<file path="config.mk">
export PLATFORM = sky130hd
export DESIGN_NAME = midi_track_event_parser_unit
export DESIGN_NICKNAME = d
export VERILOG_FILES = /design/src/rtl/mtep_pkg.sv /design/src/rtl/mtep_varlen.sv /design/src/rtl/midi_track_event_parser_unit.sv
export SDC_FILE = /design/constraint.sdc
export NUM_CORES = 1
export LEC_CHECK = 0
export BUFFER_PORTS_ARGS = -buffer_cell sky130_fd_sc_hd__buf_2
export CAP_MARGIN = 20
export CELL_PAD_IN_SITES_DETAIL_PLACEMENT = 0
export CELL_PAD_IN_SITES_GLOBAL_PLACEMENT = 2
export CORE_MARGIN = 3
export CORE_UTILIZATION = 35
export DETAILED_ROUTE_END_ITERATION = 10
export GPL_TIMING_DRIVEN = 0
export PLACE_DENSITY_LB_ADDON = 0.2
export SYNTH_ARGS = -nofsm -noshare
export SYNTH_HDL_FRONTEND = slang
export SYNTH_SLANG_ARGS = --single-unit
</file>
<file path="constraint.sdc">
create_clock -name clk -period 4.7 [get_ports clk]
set_clock_uncertainty 0.15 [all_clocks]
set_input_delay 0.94 -clock clk [delete_from_list [all_inputs] [get_ports clk]]
set_output_delay 0.94 -clock clk [all_outputs]
set_load 0.05 [all_outputs]
</file>
<file path="src/rtl/mtep_pkg.sv">
// types and constants for the midi track event parser
// no dependencies; used by the parser unit and its checker
package mtep_pkg;

    typedef enum logic [1:0] {
        KIND_CHANNEL = 2'd0,
        KIND_TEMPO   = 2'd1,
        KIND_END     = 2'd2
    } kind_t;

    typedef struct packed {
        logic [7:0] data_byte;
        logic       track_start;
    } byte_word_t;

    typedef struct packed {
        kind_t       event_kind;
        logic [7:0]  status_byte;
        logic [7:0]  first_data;
        logic [7:0]  second_data;
        logic [23:0] tempo_value;
        logic [31:0] delta_ticks;
        logic [31:0] total_ticks;
    } event_word_t;

    localparam logic [7:0] STATUS_MIN     = 8'h80;
    localparam logic [7:0] META_STATUS    = 8'hFF;
    localparam logic [7:0] META_TEMPO     = 8'h51;
    localparam logic [7:0] META_END       = 8'h2F;
    localparam logic [3:0] GROUP_PROGRAM  = 4'hC;
    localparam logic [3:0] GROUP_PRESSURE = 4'hD;
    localparam logic [3:0] GROUP_SYSTEM   = 4'hF;
    localparam logic [7:0] TEMPO_BYTES    = 8'd3;

endpackage

</file>
<file path="src/rtl/mtep_varlen.sv">
// variable-length delta time accumulation for the midi track parser
// combinational; no package dependency
module mtep_varlen (
    input  logic [7:0]  data_byte,
    input  logic [31:0] varlen_value,
    input  logic [31:0] delta_sum,
    output logic [31:0] varlen_next,
    output logic [31:0] delta_next,
    output logic        last_byte
);

    logic [31:0] shifted;

    // seven payload bits per byte, msb group first, value wraps at 32 bits
    assign shifted     = {varlen_value[24:0], data_byte[6:0]};
    assign last_byte   = ~data_byte[7];
    assign varlen_next = last_byte ? 32'd0 : shifted;
    assign delta_next  = last_byte ? (delta_sum + shifted) : delta_sum;

endmodule

</file>
<file path="src/rtl/midi_track_event_parser_unit.sv">
// Parses type 0 midi track bytes, one byte per cycle while the input is not stalled, into
// channel, tempo and end-of-track events with delta and running tick totals. A result
// appears in the output register on the cycle after the byte that completes its event.
// The input stalls only while a result sits in the output register with its consumer stalled.
module midi_track_event_parser_unit (
    input  logic                 clk,
    input  logic                 rst_n,
    input  logic                 byte_valid,
    output logic                 byte_stall,
    input  mtep_pkg::byte_word_t byte_word,
    output logic                 event_valid,
    input  logic                 event_stall,
    output mtep_pkg::event_word_t event_word
);

    typedef enum logic [2:0] {
        PH_DELTA   = 3'd0,
        PH_STATUS  = 3'd1,
        PH_FIRST   = 3'd2,
        PH_SECOND  = 3'd3,
        PH_METALEN = 3'd4,
        PH_TEMPO   = 3'd5,
        PH_SKIP    = 3'd6
    } phase_t;

    phase_t      phase_reg, phase_next;
    logic [31:0] varlen_reg, varlen_next;
    logic [31:0] delta_sum_reg, delta_sum_next;
    logic [7:0]  running_reg, running_next;
    logic [7:0]  status_reg, status_next;
    logic [7:0]  held_reg, held_next;
    logic [7:0]  skip_reg, skip_next;
    logic [23:0] tempo_reg, tempo_next;
    logic [31:0] tick_reg, tick_next;
    logic        out_valid_reg;
    mtep_pkg::event_word_t out_word_reg, out_word_next;

    // state as seen by this byte, after an optional track restart
    phase_t      cur_phase;
    logic [31:0] cur_varlen;
    logic [31:0] cur_delta;
    logic [7:0]  cur_running;
    logic [7:0]  cur_status;
    logic [7:0]  cur_held;
    logic [7:0]  cur_skip;
    logic [23:0] cur_tempo;
    logic [31:0] cur_tick;

    logic [31:0] vl_varlen;
    logic [31:0] vl_delta;
    logic        vl_last;
    logic        emit;
    logic        accept;
    logic [7:0]  b;

    assign b      = byte_word.data_byte;
    assign accept = byte_valid & ~byte_stall;

    always_comb
    begin
        if (byte_word.track_start)
        begin
            cur_phase   = PH_DELTA;
            cur_varlen  = '0;
            cur_delta   = '0;
            cur_running = '0;
            cur_status  = '0;
            cur_held    = '0;
            cur_skip    = '0;
            cur_tempo   = '0;
            cur_tick    = '0;
        end
        else
        begin
            cur_phase   = phase_reg;
            cur_varlen  = varlen_reg;
            cur_delta   = delta_sum_reg;
            cur_running = running_reg;
            cur_status  = status_reg;
            cur_held    = held_reg;
            cur_skip    = skip_reg;
            cur_tempo   = tempo_reg;
            cur_tick    = tick_reg;
        end
    end

    mtep_varlen u_varlen (
        .data_byte    (b),
        .varlen_value (cur_varlen),
        .delta_sum    (cur_delta),
        .varlen_next  (vl_varlen),
        .delta_next   (vl_delta),
        .last_byte    (vl_last)
    );

    always_comb
    begin
        logic [7:0] ds;
        logic [7:0] dd;
        logic       dispatch;
        logic [7:0] skip_dec;

        phase_next     = cur_phase;
        varlen_next    = cur_varlen;
        delta_sum_next = cur_delta;
        running_next   = cur_running;
        status_next    = cur_status;
        held_next      = cur_held;
        skip_next      = cur_skip;
        tempo_next     = cur_tempo;
        tick_next      = cur_tick;
        emit           = 1'b0;
        dispatch       = 1'b0;
        ds             = cur_status;
        dd             = cur_held;
        skip_dec       = cur_skip - 8'd1;

        out_word_next             = '0;
        out_word_next.event_kind  = mtep_pkg::KIND_CHANNEL;
        out_word_next.status_byte = cur_status;
        out_word_next.first_data  = cur_held;

        unique case (cur_phase)
            PH_STATUS:
            begin
                if (b >= mtep_pkg::STATUS_MIN)
                begin
                    status_next  = b;
                    running_next = b;
                    phase_next   = PH_FIRST;
                end
                else
                begin
                    // running status reuse: this byte is already the first data byte
                    ds          = cur_running;
                    dd          = b;
                    status_next = cur_running;
                    held_next   = b;
                    dispatch    = 1'b1;
                end
            end
            PH_FIRST:
            begin
                dd        = b;
                held_next = b;
                dispatch  = 1'b1;
            end
            PH_SECOND:
            begin
                emit                      = 1'b1;
                out_word_next.second_data = b;
            end
            PH_METALEN:
            begin
                if (cur_held == mtep_pkg::META_TEMPO)
                begin
                    tempo_next = '0;
                    skip_next  = mtep_pkg::TEMPO_BYTES;
                    phase_next = PH_TEMPO;
                end
                else if (cur_held == mtep_pkg::META_END)
                begin
                    emit                     = 1'b1;
                    out_word_next.event_kind = mtep_pkg::KIND_END;
                end
                else
                begin
                    skip_next  = b;
                    phase_next = (b == 8'd0) ? PH_DELTA : PH_SKIP;
                end
            end
            PH_TEMPO:
            begin
                tempo_next = {cur_tempo[15:0], b};
                skip_next  = skip_dec;
                if (skip_dec == 8'd0)
                begin
                    emit                      = 1'b1;
                    out_word_next.event_kind  = mtep_pkg::KIND_TEMPO;
                    out_word_next.tempo_value = {cur_tempo[15:0], b};
                end
            end
            PH_SKIP:
            begin
                skip_next = skip_dec;
                if (skip_dec == 8'd0)
                begin
                    phase_next = PH_DELTA;
                end
            end
            default:
            begin
                varlen_next    = vl_varlen;
                delta_sum_next = vl_delta;
                phase_next     = vl_last ? PH_STATUS : PH_DELTA;
            end
        endcase

        if (dispatch)
        begin
            out_word_next.status_byte = ds;
            out_word_next.first_data  = dd;
            if ((ds[7:4] == mtep_pkg::GROUP_PROGRAM) || (ds[7:4] == mtep_pkg::GROUP_PRESSURE))
            begin
                emit = 1'b1;
            end
            else if (ds[7:4] == mtep_pkg::GROUP_SYSTEM)
            begin
                if (ds == mtep_pkg::META_STATUS)
                begin
                    phase_next = PH_METALEN;
                end
                else
                begin
                    skip_next  = dd;
                    phase_next = (dd == 8'd0) ? PH_DELTA : PH_SKIP;
                end
            end
            else
            begin
                phase_next = PH_SECOND;
            end
        end

        if (emit)
        begin
            tick_next                 = cur_tick + cur_delta;
            delta_sum_next            = '0;
            phase_next                = PH_DELTA;
            out_word_next.delta_ticks = cur_delta;
            out_word_next.total_ticks = cur_tick + cur_delta;
        end
    end

    // input waits only while a finished word is held by the consumer
    assign byte_stall  = out_valid_reg & event_stall;
    assign event_valid = out_valid_reg;
    assign event_word  = out_word_reg;

    always_ff @(posedge clk or negedge rst_n)
    begin
        if (!rst_n)
        begin
            phase_reg     <= PH_DELTA;
            varlen_reg    <= '0;
            delta_sum_reg <= '0;
            running_reg   <= '0;
            status_reg    <= '0;
            held_reg      <= '0;
            skip_reg      <= '0;
            tempo_reg     <= '0;
            tick_reg      <= '0;
            out_valid_reg <= 1'b0;
        end
        else
        begin
            if (accept)
            begin
                phase_reg     <= phase_next;
                varlen_reg    <= varlen_next;
                delta_sum_reg <= delta_sum_next;
                running_reg   <= running_next;
                status_reg    <= status_next;
                held_reg      <= held_next;
                skip_reg      <= skip_next;
                tempo_reg     <= tempo_next;
                tick_reg      <= tick_next;
            end
            if (accept && emit)
            begin
                out_valid_reg <= 1'b1;
            end
            else if (!event_stall)
            begin
                out_valid_reg <= 1'b0;
            end
        end
    end

    always_ff @(posedge clk)
    begin
        if (accept && emit)
        begin
            out_word_reg <= out_word_next;
        end
    end

endmodule

</file>
==> flow_summary.json <==
{
  "netlist.area_leader.share_pct": 24.8,
  "synth_seq_area_share_pct": 48.8,
  "io_pins": 129,
  "ant_nets": 0,
  "drv_cap": 0,
  "die_h_um": 208,
  "period_needed_ns": 4.55,
  "wl_met1_um": 22000,
  "multi_input_comb_area_um2": 6940,
  "cp.required_ns": 4.83,
  "design_area_um2": 16900,
  "routed_via_density": 5.28,
  "hold_buffers": 0,
  "port_buffers": 127,
  "numCtsBuffers": 34,
  "worstSetupPathType": "primary input to flop",
  "dieArea_um2": 43200,
  "p_leak_nw": 7.32,
  "arrival_ns": 4.68,
  "grt_max_degree": 108,
  "placed_area_um2": 15800,
  "cts_max_level": 2,
  "hold_path_class": "primary input to asynchronous set/reset pin",
  "synthToLayoutAreaGrowth_pct": 18.7,
  "path_cells": "buf_6 -> buf_4 -> clkbuf_4 -> buf_4 -> nor2b_1 -> ha_1 -> a21o_1 -> or3_1 -> o221ai_1 -> nand3_1 -> a31oi_4 -> o211ai_1 -> a31oi_1 -> xor2_1 -> nor2_1",
  "finalWorstSetupSlack_ns": 0.154,
  "mostFrequentLayoutCell": "nand2_1",
  "synth_cells": 1442,
  "layout.cells.non_filler": 2160,
  "overflow": 0,
  "grt_pass1_wl_um": 69800,
  "finalCritPeriodShare_pct": 96.7,
  "synth_warnings": 0,
  "final.setup.tns_ns": 0,
  "dr.pass1.iters": 5,
  "path_max_fanout": 26,
  "synth_area_um2": 14200,
  "cts-root-buf": "clkbuf_16",
  "placedCellCount": 2101,
  "ys.flop_type": "dfrtp_1",
  "antenna_found_initial": 1,
  "async_reset_ff_share_pct": 55.3,
  "cts.sinks": 255,
  "vias": 11412,
  "gp_congestion": 0.869,
  "synth_top_area_cell": "dfrtp_1",
  "met3_length_um": 2100,
  "nets": 1689,
  "rows": 73,
  "fill_cells": 3974,
  "critical_path.most_common_cell": "buf_4",
  "syn_area_per_cell_um2": 9.88,
  "cp-end-kind": "flop",
  "mostFrequentLayoutCells": "nand2_1, dfrtp_1, buf_2",
  "timing_hold_violations_final": 0,
  "powerDensity_nw_per_um2": 383,
  "clk_pin_slew_ns": 0.06,
  "synthTopCellsByArea": "dfrtp_1, edfxtp_1, ha_1, o21ai_0, nand2_1",
  "wire_per_inst_um": 20.8,
  "hpwl_um": 32800,
  "synth.ff_latch_count": 255,
  "clock_path_buffers": 3,
  "synth_cell_types": 78,
  "final_util_pct": 42.3,
  "status": "completed",
  "grt_pass1_vias": 11467,
  "critPathSlowestCell": "or3_1",
  "synth-edff-count": 114,
  "drive_gt1_share_pct": 14.7,
  "dieWidth_um": 208,
  "clock_latency_ns": 0.55,
  "dr.max_layer_used": "met4",
  "start_util_pct": 35.6,
  "drv_slew": 0,
  "wl_met2_um": 19900,
  "ff_latch_area_um2": 6950,
  "tightest_slew_ns": 1.00,
  "finalSetupViolations": 0,
  "vdd_drop_max_uv": 231,
  "start_kind": "primary input",
  "largest_reg_flops": 114,
  "drt_iter0_markers": 616,
  "drc": 0,
  "antennaDiodeCount": 0,
  "wl_um": 45000,
  "cts_tree": "built",
  "fmax_mhz": 220,
  "slowest_delay_ns": 0.34,
  "max_slew_margin_pct": 32.6,
  "synth_nets": 1521,
  "track_usage_pct": 20.7,
  "place_worst_setup_slack_ns": -1.90,
  "core-area_um2": 40000
}
logic make-up after synthesis:
kind of cell	synth area share, %
and+or+nand+nor	19.4
AOI/OAI and AO/OA	18.5
DFF	48.8
buffers and inverters	3.13
adders and majority gates	5.90
xor gates and xnor gates	3.31
muxes	0.992
per-stage QoR:
| step | hold slack [ns] | total power [mW] |
|---|---|---|
| 6_report | 0.125 | 6.48 |
| 5_1_grt | 0.113 | 6.80 |
| 4_1_cts | 0.109 | 6.57 |
| 3_5_place_dp | 0.308 | 3.97 |
| 3_3_place_gp | 0.302 | 3.95 |
| 2_1_floorplan | 0.291 | 3.53 |
cell type report:
class / count / share of cell area (%)
Buffer: 69 / 2.00
Clock buffer: 42 / 5.51
Clock inverter: 19 / 0.984
Inverter: 38 / 0.940
Multi-Input combinational cell: 1077 / 41.0
Sequential cell: 255 / 41.1
Tap cell: 525 / 3.88
Timing Repair Buffer: 135 / 4.56
power by group:
| group | switching [mW] | internal [mW] | total (mW) |
|---|---|---|---|
| logic | 0.890 | 0.378 | 1.27 |
| registers | 0.125 | 2.52 | 2.65 |
| clock network | 1.04 | 1.53 | 2.57 |
| total | 2.05 | 4.43 | 6.48 |
per-layer routing:
metal  GRT usage [%]  vias to the layer above
li1                -                     5569
met2            31.7                      258
met3            3.43                       58
met4            5.07                        0
met1            30.5                     5527
met5               0                        -
final timing paths:
path / start / to / slack (ns) / cells after the start
setup reg to reg: skip_reg[3] / event_word[100] / 0.73 / 10
hold reg to reg: varlen_reg[21] / varlen_reg[21] / 0.32 / 2
hold / removal: rst_n / tick_reg[9] / 0.13 / 1
setup / recovery: byte_word[0] / event_word[30] / 0.15 / 15
min in group clk: varlen_reg[21] / varlen_reg[21] / 0.32 / 2
max in group asynchronous: rst_n / varlen_reg[23] / 3.36 / 2
critical path, delay by kind of cell:
kind / cells / cell delay, ns
xor gates and xnor gates: 1 / 0.31
AOI/OAI and AO/OA: 5 / 1.24
buffers and inverters: 4 / 1.07
and+or+nand+nor: 4 / 0.73
adders and majority gates: 1 / 0.33
cells in the mapped netlist (4+ instances only):
cell type,number
a211oi_1,10
a21boi_0,8
a21o_1,34
a21oi_1,78
a22o_1,39
a22oi_1,15
a31oi_1,11
a32oi_1,4
and2_1,68
and3_1,13
buf_2,9
clkbuf_1,57
dfrtp_1,141
edfxtp_1,114
ha_1,64
inv_1,38
mux2i_1,13
nand2_1,166
nand2b_1,12
nand3_1,18
nand4_1,7
nor2_1,95
nor2b_1,94
nor3_1,20
nor3b_1,4
nor4_1,5
nor4b_1,4
o211ai_1,11
o21a_1,6
o21ai_0,126
o21ai_1,4
o21bai_1,7
o22ai_1,5
o31ai_1,12
or2_2,4
or3_1,9
or4_1,4
xnor2_1,35
xor2_1,17
repair_timing:
action                                  CTS  global route
resized for setup                        10             6
pin swaps                                 0             1
endpoints found under the setup margin   65             4
setup buffers                             0             1
gates cloned                              0             0
Power figures use the tool's default switching activity.
